**src/rtl/clns_pkg.sv**
```systemverilog
// Shared constants, request codes and controller/datapath types for the LCD nibble sequencer.
`timescale 1ns / 1ps

package clns_pkg;

	// Display geometry.
	localparam int LINE_CHARS = 20;
	localparam int MAX_COLUMN = 40;

	// Port and field widths.
	localparam int CMD_W    = 3;
	localparam int BYTE_W   = 8;
	localparam int COL_W    = 6;
	localparam int NUM_W    = 16;
	localparam int NIB_W    = 4;
	localparam int IN_DW    = 32;
	localparam int OUT_DW   = 8;

	// Decimal conversion: five BCD digits cover a 16-bit value.
	localparam int DIGITS   = 5;
	localparam int BCD_W    = DIGITS * NIB_W;
	localparam int ITER_W   = $clog2(NUM_W);
	localparam int DCNT_W   = $clog2(DIGITS + 1);

	// Nibble counts per request.
	localparam int INIT_NIBS  = 14;
	localparam int BYTE_NIBS  = 2;
	localparam int CLEAR_NIBS = 4 + 2 * LINE_CHARS;
	localparam int MAX_NIBS   = (CLEAR_NIBS > INIT_NIBS) ? CLEAR_NIBS : INIT_NIBS;
	localparam int CNT_W      = $clog2(MAX_NIBS);

	localparam logic [BYTE_W-1:0] SPACE_CHAR = 8'h20;
	localparam logic [NIB_W-1:0]  ASCII_HI   = 4'h3;

	typedef enum logic [CMD_W-1:0] {
		CMD_INIT    = 3'd0,
		CMD_COMMAND = 3'd1,
		CMD_DATA    = 3'd2,
		CMD_GOTO    = 3'd3,
		CMD_CLEAR   = 3'd4,
		CMD_DECIMAL = 3'd5
	} cmd_t;

	typedef enum logic [1:0] {
		ST_IDLE,
		ST_CONV,
		ST_STRIP,
		ST_EMIT
	} state_t;

	// Commands from the controller to the datapath.
	typedef struct packed {
		logic load;
		logic conv;
		logic strip;
		logic emit;
	} ctl_t;

	// Status from the datapath to the controller.
	typedef struct packed {
		logic in_empty;
		logic in_decimal;
		logic conv_last;
		logic strip_done;
		logic out_free;
		logic emit_last;
	} stat_t;

endpackage

```
**src/rtl/clns_ctrl.sv**
```systemverilog
// Controller state machine for the LCD nibble sequencer.
`timescale 1ns / 1ps

module clns_ctrl (
	input  logic           clk,
	input  logic           arst_n,
	input  logic           s_tvalid,
	output logic           s_tready,
	input  clns_pkg::stat_t stat,
	output clns_pkg::ctl_t  ctl
);
	import clns_pkg::*;

	state_t state_q;
	state_t state_d;

	always_ff @(posedge clk or negedge arst_n) begin
		if (!arst_n) begin
			state_q <= ST_IDLE;
		end else begin
			state_q <= state_d;
		end
	end

	always_comb begin
		state_d = state_q;
		unique case (state_q)
			ST_IDLE: begin
				if (s_tvalid) begin
					if (stat.in_empty) begin
						state_d = ST_IDLE;
					end else if (stat.in_decimal) begin
						state_d = ST_CONV;
					end else begin
						state_d = ST_EMIT;
					end
				end
			end
			ST_CONV: begin
				if (stat.conv_last) begin
					state_d = ST_STRIP;
				end
			end
			ST_STRIP: begin
				if (stat.strip_done) begin
					state_d = ST_EMIT;
				end
			end
			ST_EMIT: begin
				if (stat.out_free && stat.emit_last) begin
					state_d = ST_IDLE;
				end
			end
			default: begin
				state_d = ST_IDLE;
			end
		endcase
	end

	always_comb begin
		s_tready  = 1'b0;
		ctl       = '0;
		unique case (state_q)
			ST_IDLE: begin
				s_tready = 1'b1;
				ctl.load = s_tvalid;
			end
			ST_CONV: begin
				ctl.conv = 1'b1;
			end
			ST_STRIP: begin
				ctl.strip = 1'b1;
			end
			ST_EMIT: begin
				ctl.emit = stat.out_free;
			end
			default: begin
				s_tready = 1'b0;
			end
		endcase
	end

endmodule

```
**src/rtl/clns_dp.sv**
```systemverilog
// Datapath for the LCD nibble sequencer: request registers, BCD converter and output register.
`timescale 1ns / 1ps

module clns_dp (
	input  logic                          clk,
	input  logic                          arst_n,
	input  logic [clns_pkg::CMD_W-1:0]    s_tuser,
	input  logic [clns_pkg::IN_DW-1:0]    s_tdata,
	input  clns_pkg::ctl_t                ctl,
	output clns_pkg::stat_t               stat,
	output logic                          m_tvalid,
	input  logic                          m_tready,
	output logic [clns_pkg::OUT_DW-1:0]   m_tdata,
	output logic                          m_tuser,
	output logic                          m_tlast
);
	import clns_pkg::*;

	// Power-up nibbles for 4-bit mode followed by the init command bytes.
	localparam logic [NIB_W-1:0] INIT_NIB [16] = '{
		4'h3, 4'h3, 4'h3, 4'h2,
		4'h2, 4'h8, 4'h1, 4'h0, 4'h0, 4'h6, 4'h0, 4'hC, 4'h0, 4'h1,
		4'h0, 4'h0
	};

	cmd_t               in_cmd;
	logic [BYTE_W-1:0]  in_byte;
	logic [COL_W-1:0]   in_col;
	logic               in_row;
	logic [NUM_W-1:0]   in_num;
	logic [CNT_W-1:0]   in_total;
	logic               in_empty;

	cmd_t               cmd_q;
	logic [BYTE_W-1:0]  byte_q;
	logic [NUM_W-1:0]   bin_q;
	logic [BCD_W-1:0]   bcd_q;
	logic [BCD_W-1:0]   bcd_adj;
	logic [ITER_W-1:0]  iter_q;
	logic [DCNT_W-1:0]  dcnt_q;
	logic [CNT_W-1:0]   n_q;
	logic [CNT_W-1:0]   total_q;
	logic [CNT_W-1:0]   total_w;
	logic               lead_zero;

	logic               out_valid_q;
	logic [NIB_W-1:0]   out_nib_q;
	logic               out_rs_q;
	logic               out_last_q;

	logic [BYTE_W-1:0]  sel_byte;
	logic [NIB_W-1:0]   nib_d;
	logic               rs_d;

	assign in_cmd  = cmd_t'(s_tuser);
	assign in_byte = s_tdata[7:0];
	assign in_col  = s_tdata[13:8];
	assign in_row  = s_tdata[14];
	assign in_num  = s_tdata[30:15];

	always_comb begin
		in_total = '0;
		in_empty = 1'b0;
		case (in_cmd)
			CMD_INIT: begin
				in_total = CNT_W'(INIT_NIBS);
			end
			CMD_COMMAND, CMD_DATA: begin
				in_total = CNT_W'(BYTE_NIBS);
			end
			CMD_GOTO: begin
				in_total = CNT_W'(BYTE_NIBS);
				in_empty = ({1'b0, in_col} >= (COL_W + 1)'(MAX_COLUMN));
			end
			CMD_CLEAR: begin
				in_total = CNT_W'(CLEAR_NIBS);
			end
			CMD_DECIMAL: begin
				in_total = '0;
			end
			default: begin
				in_empty = 1'b1;
			end
		endcase
	end

	// Add-3 correction on every BCD digit of five or more before each shift.
	always_comb begin
		for (int i = 0; i < DIGITS; i++) begin
			if (bcd_q[i*NIB_W +: NIB_W] >= 4'd5) begin
				bcd_adj[i*NIB_W +: NIB_W] = bcd_q[i*NIB_W +: NIB_W] + 4'd3;
			end else begin
				bcd_adj[i*NIB_W +: NIB_W] = bcd_q[i*NIB_W +: NIB_W];
			end
		end
	end

	assign lead_zero = (bcd_q[BCD_W-1 -: NIB_W] == '0) && (dcnt_q > DCNT_W'(1));
	assign total_w   = (cmd_q == CMD_DECIMAL) ? CNT_W'({dcnt_q, 1'b0}) : total_q;

	assign stat.in_empty   = in_empty;
	assign stat.in_decimal = (in_cmd == CMD_DECIMAL);
	assign stat.conv_last  = (iter_q == '1);
	assign stat.strip_done = !lead_zero;
	assign stat.out_free   = !out_valid_q || m_tready;
	assign stat.emit_last  = (n_q == total_w - CNT_W'(1));

	// Nibble for the current position of the run.
	always_comb begin
		sel_byte = byte_q;
		nib_d    = '0;
		rs_d     = 1'b0;
		case (cmd_q)
			CMD_INIT: begin
				nib_d = INIT_NIB[n_q[3:0]];
			end
			CMD_COMMAND, CMD_GOTO: begin
				nib_d = n_q[0] ? sel_byte[3:0] : sel_byte[7:4];
			end
			CMD_DATA: begin
				nib_d = n_q[0] ? sel_byte[3:0] : sel_byte[7:4];
				rs_d  = 1'b1;
			end
			CMD_CLEAR: begin
				if (n_q >= CNT_W'(2) && n_q < CNT_W'(CLEAR_NIBS - 2)) begin
					sel_byte = SPACE_CHAR;
					rs_d     = 1'b1;
				end
				nib_d = n_q[0] ? sel_byte[3:0] : sel_byte[7:4];
			end
			CMD_DECIMAL: begin
				nib_d = n_q[0] ? bcd_q[BCD_W-1 -: NIB_W] : ASCII_HI;
				rs_d  = 1'b1;
			end
			default: begin
				nib_d = '0;
			end
		endcase
	end

	always_ff @(posedge clk) begin
		if (ctl.load) begin
			cmd_q   <= in_cmd;
			byte_q  <= (in_cmd == CMD_GOTO) ? {1'b1, in_row, in_col} : in_byte;
			bin_q   <= in_num;
			bcd_q   <= '0;
			iter_q  <= '0;
			dcnt_q  <= DCNT_W'(DIGITS);
			n_q     <= '0;
			total_q <= in_total;
		end else if (ctl.conv) begin
			{bcd_q, bin_q} <= {bcd_adj[BCD_W-2:0], bin_q, 1'b0};
			iter_q         <= iter_q + ITER_W'(1);
		end else if (ctl.strip) begin
			if (lead_zero) begin
				bcd_q  <= {bcd_q[BCD_W-NIB_W-1:0], {NIB_W{1'b0}}};
				dcnt_q <= dcnt_q - DCNT_W'(1);
			end
		end else if (ctl.emit) begin
			n_q <= n_q + CNT_W'(1);
			if (cmd_q == CMD_DECIMAL && n_q[0]) begin
				bcd_q <= {bcd_q[BCD_W-NIB_W-1:0], {NIB_W{1'b0}}};
			end
		end
	end

	always_ff @(posedge clk or negedge arst_n) begin
		if (!arst_n) begin
			out_valid_q <= 1'b0;
		end else if (ctl.emit) begin
			out_valid_q <= 1'b1;
		end else if (m_tready) begin
			out_valid_q <= 1'b0;
		end
	end

	always_ff @(posedge clk) begin
		if (ctl.emit) begin
			out_nib_q  <= nib_d;
			out_rs_q   <= rs_d;
			out_last_q <= stat.emit_last;
		end
	end

	assign m_tvalid = out_valid_q;
	assign m_tdata  = OUT_DW'(out_nib_q);
	assign m_tuser  = out_rs_q;
	assign m_tlast  = out_last_q;

endmodule

```
**src/rtl/char_lcd_nibble_sequencer_top.sv**
```systemverilog
// Top level of the character LCD 4-bit nibble sequencer.
`timescale 1ns / 1ps

// Channel   | Dir | Handshake          | Payload
// ----------+-----+--------------------+--------------------------------------------------
// request   | in  | s_tvalid/s_tready  | s_tuser = cmd; s_tdata = byte_value, col, row, number
// nibble    | out | m_tvalid/m_tready  | m_tdata = nibble; m_tuser = reg_select; m_tlast = last
//
// A request is taken, then its run of N nibbles (init 14, byte requests 2, clear line
// 44) leaves at one nibble per cycle while the output is not stalled. Write decimal
// first runs the shift-and-add-3 BCD converter and drops leading zeros, then emits 2
// to 10 nibbles. A goto beyond the last column or an unused code is taken and emits
// nothing.
// Reset (arst_n low) empties the output register and returns the controller to idle.
// A stalled output holds its nibble; the next request is taken while the last nibble
// of the previous run still waits in the output register.

module char_lcd_nibble_sequencer_top (
	input  logic                        clk,
	input  logic                        arst_n,
	input  logic                        s_tvalid,
	output logic                        s_tready,
	input  logic [clns_pkg::CMD_W-1:0]  s_tuser,  // cmd[2:0]
	input  logic [clns_pkg::IN_DW-1:0]  s_tdata,  // byte_value[7:0], col[13:8], row[14],
	                                              // number[30:15], zero[31]
	output logic                        m_tvalid,
	input  logic                        m_tready,
	output logic [clns_pkg::OUT_DW-1:0] m_tdata,  // nibble[3:0], zero[7:4]
	output logic                        m_tuser,  // reg_select[0]
	output logic                        m_tlast
);
	import clns_pkg::*;

	ctl_t  ctl;
	stat_t stat;

	// The controller sequences load, conversion, zero stripping and emission.
	clns_ctrl u_ctrl (
		.clk      (clk),
		.arst_n   (arst_n),
		.s_tvalid (s_tvalid),
		.s_tready (s_tready),
		.stat     (stat),
		.ctl      (ctl)
	);

	// The datapath holds the request, the BCD digits, the nibble counter and the output item.
	clns_dp u_dp (
		.clk      (clk),
		.arst_n   (arst_n),
		.s_tuser  (s_tuser),
		.s_tdata  (s_tdata),
		.ctl      (ctl),
		.stat     (stat),
		.m_tvalid (m_tvalid),
		.m_tready (m_tready),
		.m_tdata  (m_tdata),
		.m_tuser  (m_tuser),
		.m_tlast  (m_tlast)
	);

endmodule

```
**config.mk**
```make
export PLATFORM = sky130hd
export DESIGN_NAME = char_lcd_nibble_sequencer_top
export DESIGN_NICKNAME = d
export VERILOG_FILES = /design/src/rtl/clns_pkg.sv /design/src/rtl/clns_ctrl.sv /design/src/rtl/clns_dp.sv /design/src/rtl/char_lcd_nibble_sequencer_top.sv
export SDC_FILE = /design/constraint.sdc
export NUM_CORES = 1
export LEC_CHECK = 0
export BUFFER_PORTS_ARGS = -buffer_cell sky130_fd_sc_hd__buf_4
export CAP_MARGIN = 20
export CORE_UTILIZATION = 27
export DETAILED_ROUTE_END_ITERATION = 10
export PLACE_DENSITY = 0.43
export SYNTH_ARGS = -nofsm -noshare
export SYNTH_HDL_FRONTEND = slang
export SYNTH_SLANG_ARGS = --single-unit
```
**constraint.sdc**
```tcl
create_clock -name clk -period 3.4 [get_ports clk]
set_clock_uncertainty 0.1 [all_clocks]
set_input_delay 0.17 -clock clk [delete_from_list [all_inputs] [get_ports clk]]
set_output_delay 0.17 -clock clk [all_outputs]
set_load 0.02 [all_outputs]
```
==> metrics.cfg, run 1 <==
[layout]
antenna_cells = 0
fill_cells = 1490
regArea_mm2 = 0.00182
area_delta_synth_final_pct = 24.8
drive_gt1_share_pct = 15.7
multi_input_area_mm2 = 0.00209
fin_nets = 573

[worst_setup_path]
setup.worst_path.start_class = register
crit_chain = inv_1, ha_1, nand2b_1, or3_4, a221oi_4, buf_4, nor2_1, a211oi_1
arrival_ns = 2.69
critPathCaptureType = register
required_ns = 3.54
slowest_delay_ns = 0.65
cp_max_fo = 17
cp_slowest_cell = a221oi_4
critPathKind = register to register
reg2reg_depth = 8

[timing]
drv_slew = 0
finalCritPeriodShare_pct = 74.8
rsz0062_at_grt = false
setup_viol = 0
hold_viol_final = 0
tns_ns = 0
max_freq_ghz = 0.393
relSlewSlack_pct = 52.7
timing.final.crit_period_ns = 2.54
worst_pin_slew_ns = 0.707

[floorplan]
die_x_um = 126
die_h_um = 126
pin_count = 51
num_rows = 44
core_mm2 = 0.0147
die_area_mm2 = 0.0158
initial_utilization_pct = 28.1

[drt]
viasPerCell = 4.65
wl_per_cell_um = 13.4
routed_wl_mm = 9.38
vias = 3257
drtAntennaViolNets = 0
drc_errors = 2
drt_iter0_drc = 132
firstDrtPassIters = 7

[logic_synthesis]
synth_top_family_by_area = simple AND/OR/NAND/NOR gates
synth_compound_area_share_pct = 15.4
synth_mux_area_share_pct = 5.31
synthFlopType = edfxtp_1
yosys_warnings = 0
ys_ff_latch = 72
ys_seq_area_share_pct = 44.0
yosysUniqueCellTypes = 54
yosys.area.top_type = edfxtp_1
synth.area.top_cells = edfxtp_1, dfxtp_1, ha_1
synth_top_area_share_pct = 26.2
yosysMostFrequentCell = nand2_1
syn_area_mm2 = 0.00413
synth_area_per_cell_um2 = 9.15
synth_common_cells = nand2_1, nor2_1, edfxtp_1
async_flop_share_pct = 4.17
synth_simple_gate_area_share_pct = 17.6
synthXorXnorAreaFrac_pct = 4.88
yosys.area_share.adder_pct = 6.98
synth_edf_count = 36
synthCells = 451

[clock_tree]
clock_latency_ns = 0.34
cts_made_buffers = 9
clockRootBuffer = clkbuf_16
tritoncts = built
clkTransAtPathRegs_ns = 0.06
cts.sinks = 72
clockBufferDepth = 2
htreeDepth = 3

[outcome]
outcome = finished with violations
violations = design-rule violations

[placed_design]
port_buffers = 45
gp_congestion = 0.745
place_hpwl_mm = 6.68

[global_routing]
grt_max_degree = 32
grt_pass1_wl_mm = 16.1
grt_overflow = 0
grt_usage_pct = 12.9
antenna_found_initial = 0
first_global_vias = 3330

[worst_hold_path]
hold-path-cell-count = 3
min-delay-path-class = primary input to register

[flow_run]
max_cap_violations = 0

[power]
p_per_area_mw_per_mm2 = 913
p_leak_nw = 2.10
power_w = 0.00470
peakVddDrop_mv = 0.351

[sequential cells by signal, indices dropped and copies added, names as in the netlist, 2 cells and up]
name and count:
u_dp.bin_q 16, u_dp.n_q 6, u_dp.cmd_q 3, u_ctrl.state_q 2
u_dp.dcnt_q 3, u_dp.iter_q 4, u_dp.bcd_q 20, u_dp.out_nib_q 4
u_dp.total_q 3, u_dp.byte_q 8
[layout by cell type, fill, tap and decap left out, types with 3 or more instances in the layout]
cell	n
nand4_1	5
conb_1	4
dfrtp_1	3
inv_1	27
a21oi_1	26
nor3_1	7
xnor2_1	13
nor2_1	42
o21ai_0	22
o22ai_1	3
mux2_2	7
ha_1	23
nand2_1	71
nand2b_1	10
edfxtp_1	36
a22oi_1	4
mux2i_1	14
xor2_1	10
o21a_1	4
and3_1	4
nand3_1	10
a211oi_1	12
dlygate4sd3_1	18
dfxtp_1	33
clkbuf_16	9
buf_4	52
a31oi_1	9
[power breakdown]
group	internal, W	switching (W)
registers	0.00134	0.000270
logic	0.000860	0.00122
clock network	0.000659	0.000353
total	0.00286	0.00185
[critical path: cells and delay by family (launching register included)]
| family | cells | cell delay, ns |
|---|---|---|
| compound gates | 2 | 0.87 |
| simple gates | 3 | 0.50 |
| buf+inv | 2 | 0.42 |
| flops | 1 | 0.32 |
| fa+ha+maj | 1 | 0.24 |
[final cells by class]
cell class / count / area share [%]
Timing Repair Buffer: 71 / 11.5
Clock inverter: 4 / 1.34
Sequential cell: 72 / 35.3
Multi-Input combinational cell: 328 / 40.5
Clock buffer: 12 / 4.79
Inverter: 29 / 2.11
Tap cell: 184 / 4.47
[cells by family after synthesis]
kind of cell,Yosys count
AO/OA/AOI/OAI,96
XOR/XNOR,23
flip-flops,72
adder cells (fa/ha/maj),23
AND/OR/NAND/NOR,161
multiplexers,21
other,1
buffers and inverters,54
[stage by stage]
stage / utilization (%) / hold slack [ns] / setup slack (ns) / instance area [um2] / cells
2_1_floorplan: - / -0.226 / 0.803 / 4140 / 454
5_1_grt: 35.0 / 0.0165 / 0.607 / 5150 / 700
3_3_place_gp: 31.6 / -0.137 / 0.871 / 4650 / 666
4_1_cts: 35.0 / 0.00141 / 0.816 / 5150 / 700
6_report: 35.0 / 0.0120 / 0.857 / 5150 / 700
3_5_place_dp: 31.6 / -0.136 / 0.852 / 4650 / 666
[final timing paths]
check,startpoint,to,slack (ns)
min in group asynchronous,arst_n,u_ctrl.state_q[1],0.06
max in group asynchronous,arst_n,u_dp.m_tvalid,3.04
max reg2reg,u_dp.bcd_q[16],u_dp.bcd_q[14],0.86
max,u_dp.bcd_q[16],u_dp.bcd_q[14],0.86
min reg2reg,u_dp.bin_q[15],u_dp.bcd_q[0],0.38
min,s_tdata[22],u_dp.bin_q[7],0.01
[timing repair]
action,4_1_cts,5_1_grt
hold buffers,18,0
resized for setup,0,0
buffers inserted,0,0
endpoints found under the setup margin,0,0
endpoints found under the hold margin,20,0
[layer usage]
metal / GRT usage (%) / vias up / wire (um)
met5: 0 / - / 0
met4: 4.95 / 0 / 157
met3: 3.00 / 11 / 309
met2: 20.2 / 61 / 4310
met1: 17.1 / 1497 / 4600
li1: - / 1688 / -
Power figures use the tool's default switching activity.
==> run 2, diff against run 1 <==
==> constraint.sdc (replaced) <==
create_clock -name clk -period 2.48 [get_ports clk]
set_clock_uncertainty 0.1 [all_clocks]
set_input_delay 0.124 -clock clk [delete_from_list [all_inputs] [get_ports clk]]
set_output_delay 0.124 -clock clk [all_outputs]
set_load 0.02 [all_outputs]
==> run 2 against run 1 <==
Compared with the run above:
- the run still ends with design-rule violations left
- cell area grew 4.4%
- wire length is 1.1% higher
- non-clock buffer count rose by 21
- combinational power up 47%
- largest cell class unchanged
==> metrics.cfg, run 2 (same netlist as run 1, synthesis figures left out) <==
[power]
power_w = 0.00659  ; was 0.00470 W
sw_frac_of_total_pct = 39.2  ; was 39.3%
clockPowerShare_pct = 20.8  ; was 21.5%
switchingPower_w = 0.00258  ; was 0.00185 W
peakVddDrop_mv = 0.375  ; was 0.351 mV
p_leak_nw = 2.20  ; was 2.10 nW
power.internal_w = 0.00401  ; was 0.00286 W
seqPwrFrac_pct = 33.0  ; was 34.2%
comb_power_share_pct = 46.3  ; was 44.3%
p_per_area_mw_per_mm2 = 1230  ; was 913 mW/mm2

[worst_hold_path]
hold_end = u_dp.byte_q[3]  ; was u_dp.bin_q[7]
min-delay-path-class = primary input to register  ; unchanged
hold_start = s_tdata[11]  ; was s_tdata[22]
hold-path-cell-count = 2  ; was 3

[placed_design]
dpl_worst_slack_ns = 0.111  ; was 0.852 ns
gp_congestion = 0.756  ; was 0.745
port_buffers = 45  ; unchanged
place_hpwl_mm = 6.53  ; was 6.68 mm

[layout]
final_core_util_pct = 36.5  ; was 35.0%
fill_cells = 1479  ; was 1,490
fin_nets = 594  ; was 573
area_delta_synth_final_pct = 30.2  ; was 24.8%
largestRegisters = u_dp.bcd_q x20, u_dp.bin_q x16, u_dp.byte_q x8  ; unchanged
largest_register_ffs = 20  ; unchanged
final_cell_mix = nand2_1, buf_4, nor2_1, edfxtp_1, dfxtp_1  ; unchanged
regMostFlops = u_dp.bcd_q  ; unchanged
drive_gt1_share_pct = 17.7  ; was 15.7%
layout_commonest_cell = nand2_1  ; unchanged
antenna_cells = 0  ; unchanged

[timing]
setup_viol = 0  ; unchanged
timing.final.crit_period_ns = 2.33  ; was 2.54 ns
finalCritPeriodShare_pct = 93.8  ; was 74.8%
hold_viol_final = 0  ; unchanged
rsz0062_at_grt = false  ; unchanged
drv_slew = 0  ; unchanged
tns_ns = 0  ; unchanged
layout_setup_ws_ns = 0.153  ; was 0.857 ns
whs_ns = 0.0181  ; was 0.0120 ns
max_freq_ghz = 0.430  ; was 0.393 GHz
relSlewSlack_pct = 40.2  ; was 52.7%
worst_pin_slew_ns = 0.892  ; was 0.707 ns

[flow_run]
max_cap_violations = 0  ; unchanged

[worst_setup_path]
timing.rr.end = u_ctrl.state_q[0]  ; was u_dp.bcd_q[14]
required_ns = 2.63  ; was 3.54 ns
critPathTopFamily = compound AO/OA/AOI/OAI gates  ; unchanged
r2r-start = u_dp.bcd_q[16]  ; unchanged
crit_buf_inv = 1  ; was 2
slowest_delay_ns = 0.42  ; was 0.65 ns
reg2reg_slack_ns = 0.15  ; was 0.86 ns
reg2reg_depth = 8  ; unchanged
arrival_ns = 2.47  ; was 2.69 ns
critPathKind = register to register  ; unchanged
cp_slowest_cell = or3b_4  ; was a221oi_4
cp_max_fo = 3  ; was 17
critPathCaptureType = register  ; unchanged
crit_chain = inv_1, ha_2, nand2b_4, nor3_1, a221o_1, or3b_4, o32ai_4, mux2i_1  ; was inv_1, ha_1, nand2b_1, or3_4, a221oi_4, buf_4, nor2_1, a211oi_1
setup.worst_path.start_class = register  ; unchanged

[global_routing]
grt_overflow = 0  ; unchanged
grt_pass1_wl_mm = 16.4  ; was 16.1 mm
busiest_layer = met2  ; unchanged
grt_use_met2_pct = 20.5  ; was 20.2%
antenna_found_initial = 0  ; unchanged
grt_usage_pct = 13.0  ; was 12.9%
use_met1_pct = 17.2  ; was 17.1%
grt_max_degree = 45  ; was 32
use_met3_pct = 2.40  ; was 3.00%
first_global_vias = 3335  ; was 3,330

[clock_tree]
tritoncts = built  ; unchanged
cts.sinks = 72  ; unchanged
htreeDepth = 3  ; unchanged
clockRootBuffer = clkbuf_16  ; unchanged
clock_latency_ns = 0.33  ; was 0.34 ns
cts_made_buffers = 9  ; unchanged
clkTransAtPathRegs_ns = 0.06  ; about the same
clockBufferDepth = 2  ; unchanged

[outcome]
outcome = finished with violations  ; unchanged
violations = design-rule violations  ; unchanged

[floorplan]
pin_count = 51  ; unchanged
num_rows = 44  ; unchanged
die_area_mm2 = 0.0158  ; unchanged
core_mm2 = 0.0147  ; unchanged
die_x_um = 126  ; unchanged
initial_utilization_pct = 28.1  ; unchanged
die_h_um = 126  ; unchanged

[drt]
drc_errors = 2  ; unchanged
viasPerCell = 4.64  ; was 4.65
drt_iter0_drc = 131  ; was 132
firstDrtPassIters = 7  ; unchanged
routed_wl_mm = 9.48  ; was 9.38 mm
vias = 3348  ; was 3,257
wl_per_cell_um = 13.1  ; was 13.4 um
drtAntennaViolNets = 0  ; unchanged

-- run 2: cell types whose count changed in the layout (fill, tap and decap cells not counted), moves of 2 or more --
cell and change:
dlygate4sd3_1 +13, buf_4 +7, clkbuf_1 -2, clkinv_2 +2
-- run 2: worst max-delay path by stage --
stage / from / end / slack [ns] / cells past startpoint
floorplan: u_ctrl.state_q[0] / u_dp.byte_q[0] / 0.19 / 6
global placement: u_dp.bcd_q[16] / u_ctrl.state_q[1] / 0.16 / 8
detailed placement: u_dp.bcd_q[16] / u_ctrl.state_q[0] / 0.11 / 8
CTS: u_dp.bcd_q[16] / u_ctrl.state_q[0] / 0.09 / 8
global route: u_dp.bcd_q[16] / u_ctrl.state_q[0] / 0.04 / 8
finish: u_dp.bcd_q[16] / u_ctrl.state_q[0] / 0.15 / 8
-- run 2: metal layers --
layer  part of all wire, %  up-vias  wire (um)
li1                      -     1730          -
met1                    49     1546       4620
met2                    46       57       4340
met3                   3.1       15        292
met4                   2.3        0        217
met5                     0        -          0
-- run 2: power by group through the flow --
| stage | sequential (W) | combinational (W) | clock, W |
|---|---|---|---|
| global placement | 0.00219 | 0.00295 | 0 |
| finish | 0.00217 | 0.00305 | 0.00137 |
| floorplan | 0.00211 | 0.00218 | 0 |
| detailed placement | 0.00220 | 0.00297 | 0 |
| CTS | 0.00217 | 0.00303 | 0.00141 |
| global route | 0.00224 | 0.00349 | 0.00145 |
-- run 2: stage by stage --
stage	cells	area, um2
final	721	5370
after global routing	721	5370
after CTS	720	5340
after detailed placement	673	4720
after global placement	673	4720
after floorplan	454	4140
-- run 2: final cells by class --
type	count	area (um2)	area share [%]
multi-input combinational	328	2110	39.3
sequential	72	1820	33.8
timing repair buffer	92	793	14.8
tap	184	230	4.29
clock buffer	9	225	4.19
inverter	29	109	2.03
clock inverter	7	86.3	1.61
-- run 2: repair_timing --
action,4_1_cts,5_1_grt
hold endpoints to repair,29,0
endpoints found under the setup margin,0,2
buffers inserted,0,1
hold buffers,31,0
resized for setup,0,5
